--- config.mk ---
export PLATFORM = sky130hd
export DESIGN_NAME = dsa_div
export DESIGN_NICKNAME = d
export VERILOG_FILES = /design/src/hdl/dsa_pkg.sv /design/src/hdl/dsa_div.sv
export SDC_FILE = /design/constraint.sdc
export NUM_CORES = 1
export LEC_CHECK = 0
export CAP_MARGIN = 20
export CORE_UTILIZATION = 40
export DETAILED_ROUTE_END_ITERATION = 12
export DONT_BUFFER_PORTS = 1
export SETUP_SLACK_MARGIN = 0.1
export SLEW_MARGIN = 20
export SYNTH_ARGS = -nofsm -noshare
export SYNTH_HDL_FRONTEND = slang
export SYNTH_SLANG_ARGS = --single-unit
--- constraint.sdc ---
create_clock -name clk -period 7.3 [get_ports clk]
set_clock_uncertainty 0.05 [all_clocks]
set_input_delay 0 -clock clk [delete_from_list [all_inputs] [get_ports clk]]
set_output_delay 0 -clock clk [all_outputs]
set_load 0.01 [all_outputs]
--- src/hdl/dsa_pkg.sv ---
package dsa_pkg;

	localparam int ADDR_W        = 64;
	localparam int SIZE_W        = 13;
	localparam int KIND_W        = 2;
	localparam int CFG_IDX_W     = 2;
	localparam int HEAP_SLOTS_DEF = 1024;

	localparam logic [KIND_W-1:0] KIND_REQUEST = 2'd0;
	localparam logic [KIND_W-1:0] KIND_FREE    = 2'd1;
	localparam logic [KIND_W-1:0] KIND_XLATE   = 2'd2;

	localparam logic [CFG_IDX_W-1:0] REG_CPU_BASE  = 2'd0;
	localparam logic [CFG_IDX_W-1:0] REG_GPU_BASE  = 2'd1;
	localparam logic [CFG_IDX_W-1:0] REG_SLOT_SIZE = 2'd2;

	localparam logic [SIZE_W-1:0] SLOT_SIZE_RST = 13'd32;

	typedef struct packed {
		logic [KIND_W-1:0] kind;
		logic [ADDR_W-1:0] address;
	} in_item_t;

	typedef struct packed {
		logic [ADDR_W-1:0] cpu_address;
		logic [ADDR_W-1:0] gpu_address;
		logic              out_of_space;
	} out_item_t;

	typedef enum logic [3:0] {
		ST_IDLE,
		ST_REQ,
		ST_POP,
		ST_MUL,
		ST_ADD,
		ST_DIFF,
		ST_CHECK,
		ST_XLATE,
		ST_DIV,
		ST_OUT
	} state_t;

endpackage

--- src/hdl/dsa_div.sv ---
module dsa_div #(
	parameter int Q_W = 10
) (
	input  logic                        clk,
	input  logic                        arst_n,
	input  logic                        start,
	input  logic [dsa_pkg::ADDR_W-1:0]  dividend,
	input  logic [dsa_pkg::SIZE_W-1:0]  divisor,
	output logic                        done,
	output logic [Q_W-1:0]              quotient
);

	localparam int CNT_W = $clog2(Q_W + 1);

	// dividend < divisor * 2^Q_W is required, so the high part fits below divisor
	logic [dsa_pkg::SIZE_W-1:0] rem_q;
	logic [dsa_pkg::SIZE_W-1:0] den_q;
	logic [Q_W-1:0]             low_q;
	logic [CNT_W-1:0]           cnt_q;
	logic                       busy_q;
	logic [dsa_pkg::SIZE_W:0]   trial;
	logic                       qbit;

	assign trial = {rem_q, low_q[Q_W-1]};
	assign qbit  = (trial >= {1'b0, den_q});
	assign done  = busy_q && (cnt_q == '0);
	assign quotient = low_q;

	always_ff @(posedge clk or negedge arst_n) begin
		if (!arst_n) begin
			busy_q <= 1'b0;
			cnt_q  <= '0;
		end else if (start) begin
			busy_q <= 1'b1;
			cnt_q  <= CNT_W'(Q_W);
		end else if (busy_q) begin
			if (cnt_q == '0) begin
				busy_q <= 1'b0;
			end else begin
				cnt_q <= cnt_q - 1'b1;
			end
		end
	end

	always_ff @(posedge clk) begin
		if (start) begin
			rem_q <= dividend[Q_W+dsa_pkg::SIZE_W-1:Q_W];
			low_q <= dividend[Q_W-1:0];
			den_q <= divisor;
		end else if (busy_q && cnt_q != '0) begin
			rem_q <= qbit ? dsa_pkg::SIZE_W'(trial - {1'b0, den_q})
			              : trial[dsa_pkg::SIZE_W-1:0];
			low_q <= (low_q << 1) | Q_W'(qbit);
		end
	end

endmodule

== Word level (Yosys, flattened, before mapping) ==
Cells that the tools add are included.
Storage, ports and cells
  logic and storage cells: 28
  output and inout port bits: 11
  flip-flop bits (word level): 41
  bits of input ports: 80
Cells by class
  order comparisons: 1
  equality and inequality tests: 1
  reductions and logical operators: 7
  add/sub/neg operators: 2
  multiplexer cells: 11
  bitwise gates (word level): 1
Operators by type and width (number)
  two-way mux 13 bit: 3
  two-way mux 10 bit: 2
  >= comparator 14 x 13 -> 1 bit: 1
  subtractor 13 bit: 1
  two-way mux 4 bit: 3
  bitwise OR 10 x 1 -> 10 bit: 1
  logical NOT 4 bit: 1
  nonzero test 2 bit: 2
  nonzero test 4 bit: 1
  subtractor 4 x 1 -> 4 bit (second input constant): 1
  two-way mux 1 bit: 3
  logical AND 1 bit: 2
  inequality test 2 bit (second input constant): 1
  AND reduction 2 bit: 1

== Logic depth before layout (Yosys ltp) ==
  depth in word-level cells: 4
  mapped depth: 12
  depth with buffers taken out: 11

== Worst setup path after synthesis ==
Ideal clock, no wire load.
  path type: reg-to-reg
  start: reg low_q[9], in the netlist quotient[9]
  end: reg rem_q[12] (netlist name), data pin
  stages on the path, launching flop included: 13
  buffers on the path: 1
  setup slack: 4.150 ns
  period minus slack after synthesis: 3.150 ns
  arrival: 2.846 ns
  data required time: 6.996 ns
  cell sequence: edfxtp_1 -> inv_1 -> ha_1 -> inv_1 -> fa_1 -> a211oi_2 -> o21ai_1 -> a31o_1 -> o2111a_1 -> a2111oi_4 -> buf_4 -> nor2_1 -> a21o_1
On the way
  word-level cells in the longest chain between the ends: 4
  elaborated cells between the ends (all ways): 5
  classes of those cells: 1 x add/sub; 1 x order compare; 3 x mux
RTL lines
  from (decl): RTL line dsa_div.sv:18  | logic [Q_W-1:0] low_q;
  from (signal assigned): RTL line dsa_div.sv:48  | low_q <= dividend[Q_W-1:0];
  from (signal assigned): RTL line dsa_div.sv:53  | low_q <= (low_q << 1) | Q_W'(qbit);
  subtractor 13 bit or >= comparator 14 x 13 -> 1 bit (tied branches): RTL line dsa_div.sv:51, dsa_div.sv:25
  two-way mux 13 bit (*): RTL line dsa_div.sv:51  | rem_q <= qbit ? dsa_pkg::SIZE_W'(trial - {1'b0, den_q})
  two-way mux 13 bit (*): RTL line dsa_div.sv:50  | end else if (busy_q && cnt_q != '0) begin
  two-way mux 13 bit (*): RTL line dsa_div.sv:46  | if (start) begin
  to (signal assigned): RTL line dsa_div.sv:47  | rem_q <= dividend[Q_W+dsa_pkg::SIZE_W-1:Q_W];
  to (signal assigned): RTL line dsa_div.sv:51
  to (decl): RTL line dsa_div.sv:16  | logic [dsa_pkg::SIZE_W-1:0] rem_q;
Mark *: on every way between the ends. The rest lies on a longest branch, timed or not. The select of a mux whose other input is x is not followed.
A chain may end at the register's enable or synchronous reset.

== Worst setup path after layout ==
  start: reg low_q[9], in the netlist quotient[9]
  end: reg rem_q[0] (netlist name), data pin
The elaborated chain is that of the path after synthesis.

==> results_dict.tcl <==
set metrics [dict create \
    route.final.wire_length_mm 4.65 \
    synth_area_per_cell_um2 11.6 \
    fraction_of_synthesized_cell_area_in_xor_and_xnor_cells 0.0412 \
    synth_edf_count 36 \
    portBuffers 0 \
    cp_common_cell "sky130_fd_sc_hd__inv_1" \
    timing.critical_path.cells "inv_1 > ha_1 > inv_1 > fa_1 > a211oi_2 > o21ai_1 > a31o_1 > o2111a_1 > a2111oi_4 > buf_4 > mux2i_1 > mux2_2" \
    synthCells 201 \
    cts_tree "done" \
    finalHoldViolations 0 \
    antenna_found_initial 0 \
    total_congestion_overflow_after_global_routing 0 \
    detailedPlace.worstSlack_ns 3.44 \
    power_frac_seq 0.406 \
    worstPathRequired_ns 7.31 \
    antenna_violating_nets_remaining 0 \
    max-cap-violations 0 \
    grt_setup_unrepaired "no" \
    row_count 27 \
    outcome "completed" \
    design.die.area_mm2 0.00616 \
    first_pass_grt_wire_length_mm 7.73 \
    clock_transition_time_at_the_flip_flop_clock_pins_of_the_worst_setup_and_hold_paths_ns 0.09 \
    clock_path_buffers 2 \
    cts_buffer_count 5 \
    final_layout_size_suffix_gt1_frac 0.0980 \
    power.share.combinational 0.437 \
    simple_gate_share_of_the_synthesized_area 0.105 \
    wl_per_cell_um 14.7 \
    irDropWorstVdd_v 0.000133 \
    setup_viol 0 \
    power.density_cell_area_mw_per_mm2 329 \
    via_count_of_the_first_global_routing_pass 1672 \
    synth_compound_area_frac 0.142 \
    power_switching_mw 0.350 \
    biggest_cell_delay_along_the_critical_path_ns 0.71 \
    num_antenna_cells 0 \
    finalSetupTns_ns 0 \
    worst_skew_pair.late_latency_ns 0.30 \
    max_slew_violation_count 0 \
    drc_errors 0 \
    postSynth.asyncResetShare 0.122 \
    syn2layout_area_growth_pct 24.6 \
    cts_h_tree_lvls 2 \
    finalCriticalPeriod_ns 3.83 \
    worst_setup_path_start_kind "register" \
    synth_top_family_by_area "compound AO/OA/AOI/OAI gates" \
    cpMaxStageDelayCell "sky130_fd_sc_hd__a2111oi_4" \
    grt_start_max_net_pins 56 \
    hold_path_class "in -> reg" \
    worstMarginPinSlew_ns 0.736 \
    cell_variety_after_synth 38 \
    clock.fmax_ghz 0.261 \
    postSynthRegisterBits 41 \
    total_leakage_power_nw 1.17 \
    horizontal_die_dimension_um 78.5 \
    cp_data_arrival_time_ns 3.84 \
    crit_family "compound AO/OA/AOI/OAI gates" \
    p_clk_frac 0.157 \
    post_synth_fa_ha_maj_area_fraction 0.0835 \
    fp.coreArea_mm2 0.00557 \
    vias_per_cell 5.13 \
    synth.cell_area_mm2 0.00234 \
    initialDrtViolationCount 99 \
    floorplan.initialDensity 0.420 \
    setup.worst_path.class "reg -> reg" \
    cts_post_setup_buffers_inserted 0 \
    most_frequent_cells_in_the_layout "sky130_fd_sc_hd__dlygate4sd3_1 (40), sky130_fd_sc_hd__edfxtp_1 (36), sky130_fd_sc_hd__inv_1 (19)" \
    cts_root_buffer "sky130_fd_sc_hd__clkbuf_8" \
    dominantRegCellSynth "sky130_fd_sc_hd__edfxtp_1" \
    dr_total_vias 1626 \
    cp_max_fanout 14 \
    muxShareOfSynthArea 0.0653 \
    final_nets 339 \
    syn_nets 296 \
    layout.cells.most_common "sky130_fd_sc_hd__dlygate4sd3_1" \
    first_pass_iters 6 \
    power.internal_mw 0.610 \
    place_hpwl_mm 2.90 \
    cts.sinks 41 \
    ys_warn_count 0 \
    timing.final.crit_share 0.524 \
    place.gp.congestion 0.751 \
    timing.critical_path.buf_inv 3 \
    finalWorstSetupSlack_ns 3.47 \
    p_sw_frac 0.365 \
    globalRouteTotalUtil 0.165 \
    max-slew-margin-rel 0.509 \
    fp.dieH_um 78.5 \
    top_level_ports 91 \
    timing.critical_path.to_type "register" \
    yosysSeqAreaShare 0.516 \
]
synthesized netlist by cell type, types with 3 or more instances:
cell                       count  share of area
sky130_fd_sc_hd__nand2_1      14          0.022
sky130_fd_sc_hd__nand3b_1      7          0.022
sky130_fd_sc_hd__clkbuf_1      5         0.0080
sky130_fd_sc_hd__xor2_1        5          0.019
sky130_fd_sc_hd__inv_1        19          0.030
sky130_fd_sc_hd__o21ai_0       6          0.013
sky130_fd_sc_hd__edfxtp_1     36           0.46
sky130_fd_sc_hd__a21oi_1      16          0.034
sky130_fd_sc_hd__xnor2_1       6          0.022
sky130_fd_sc_hd__dfrtp_1       5          0.054
sky130_fd_sc_hd__o21ai_1       3         0.0064
sky130_fd_sc_hd__mux2i_1       4          0.017
sky130_fd_sc_hd__o311ai_0      6          0.022
sky130_fd_sc_hd__a21o_1        6          0.019
sky130_fd_sc_hd__mux2_2       10          0.048
sky130_fd_sc_hd__nor2_1        8          0.013
sky130_fd_sc_hd__nor3_1        3         0.0064
sky130_fd_sc_hd__ha_1         14          0.075
sky130_fd_sc_hd__nor2b_1       4          0.011
per-stage QoR:
| stage | cells | area (µm²) | hold slack (ns) | total power [mW] | utilization |
|---|---|---|---|---|---|
| final | 317 | 2910 | 0.0102 | 0.960 | 0.523 |
| after global routing | 317 | 2910 | 0.0250 | 1.04 | 0.523 |
| after CTS | 317 | 2910 | 0.00517 | 0.967 | 0.523 |
| after detailed placement | 268 | 2410 | -0.345 | 0.787 | 0.432 |
| after global placement | 268 | 2410 | -0.345 | 0.782 | 0.432 |
| after floorplan | 201 | 2340 | -0.346 | 0.722 | - |
final cells by class:
type	count	area, µm²
fillers	507	2660
flip-flops and latches	41	1210
clock inverters	2	15.0
repair buffers	43	435
inverters	19	71.3
clock buffers	6	72.6
well taps	72	90.1
multi-input cells	134	1020
path summary, 6_finish.rpt:
kind / from / endpoint / slack (ns) / cells after the start
max: quotient[9]$_DFFE_PP_ / rem_q[0]$_DFFE_PP_ / 3.47 / 12
min: start / rem_q[10]$_DFFE_PP_ / 0.01 / 2
max reg2reg: quotient[9]$_DFFE_PP_ / rem_q[0]$_DFFE_PP_ / 3.47 / 12
min reg2reg: cnt_q[1]$_DFFE_PN0P_ / cnt_q[1]$_DFFE_PN0P_ / 0.48 / 1
max in group asynchronous: arst_n / busy_q$_DFF_PN0_ / 6.55 / 2
min in group asynchronous: arst_n / cnt_q[1]$_DFFE_PN0P_ / 0.46 / 2
worst register-to-register path, cell delays in order (launching register included):
cell and delay (ns):
sky130_fd_sc_hd__edfxtp_1 0.46, sky130_fd_sc_hd__inv_1 0.11, sky130_fd_sc_hd__ha_1 0.16, sky130_fd_sc_hd__inv_1 0.05, sky130_fd_sc_hd__fa_1 0.43, sky130_fd_sc_hd__a211oi_2 0.25
sky130_fd_sc_hd__o21ai_1 0.14, sky130_fd_sc_hd__a31o_1 0.29, sky130_fd_sc_hd__o2111a_1 0.27, sky130_fd_sc_hd__a2111oi_4 0.71, sky130_fd_sc_hd__buf_4 0.33, sky130_fd_sc_hd__mux2i_1 0.09
sky130_fd_sc_hd__mux2_2 0.25
logic make-up (layout without fill, tap and decap cells):
| family | count (synthesis) | count (layout) |
|---|---|---|
| AND/OR/NAND/NOR | 47 | 47 |
| XOR/XNOR | 11 | 11 |
| adder cells (fa/ha/maj) | 15 | 15 |
| AO/OA/AOI/OAI | 47 | 47 |
| multiplexers | 14 | 14 |
| flip-flops | 41 | 41 |
| buffers and inverters | 26 | 70 |
repair_timing:
action                                 4_1_cts  5_1_grt
hold buffers                                41        0
gates resized for setup                      0        0
endpoints found under the hold margin       58        0
layer usage:
| layer | track usage | vias to the layer above | routed length [µm] | part of all wire |
|---|---|---|---|---|
| met5 | 0 | - | 0 | 0 |
| met4 | 0.0611 | 0 | 33 | 0.0071 |
| met3 | 0.0465 | 4 | 254 | 0.055 |
| met2 | 0.271 | 42 | 2180 | 0.47 |
| met1 | 0.206 | 751 | 2190 | 0.47 |
| li1 | - | 829 | - | - |
power groups by stage:
stage | registers (mW) | logic (mW) | clock network [mW]
CTS | 0.390 | 0.422 | 0.156
global placement | 0.394 | 0.388 | 0
finish | 0.390 | 0.419 | 0.151
detailed placement | 0.394 | 0.393 | 0
global route | 0.400 | 0.476 | 0.164
floorplan | 0.383 | 0.340 | 0
sequential cells by signal, summed over array words and instances, names as in the netlist:
register  count
quotient     10
cnt_q         4
rem_q        13
busy_q        1
den_q        13
Power figures use the tool's default switching activity.
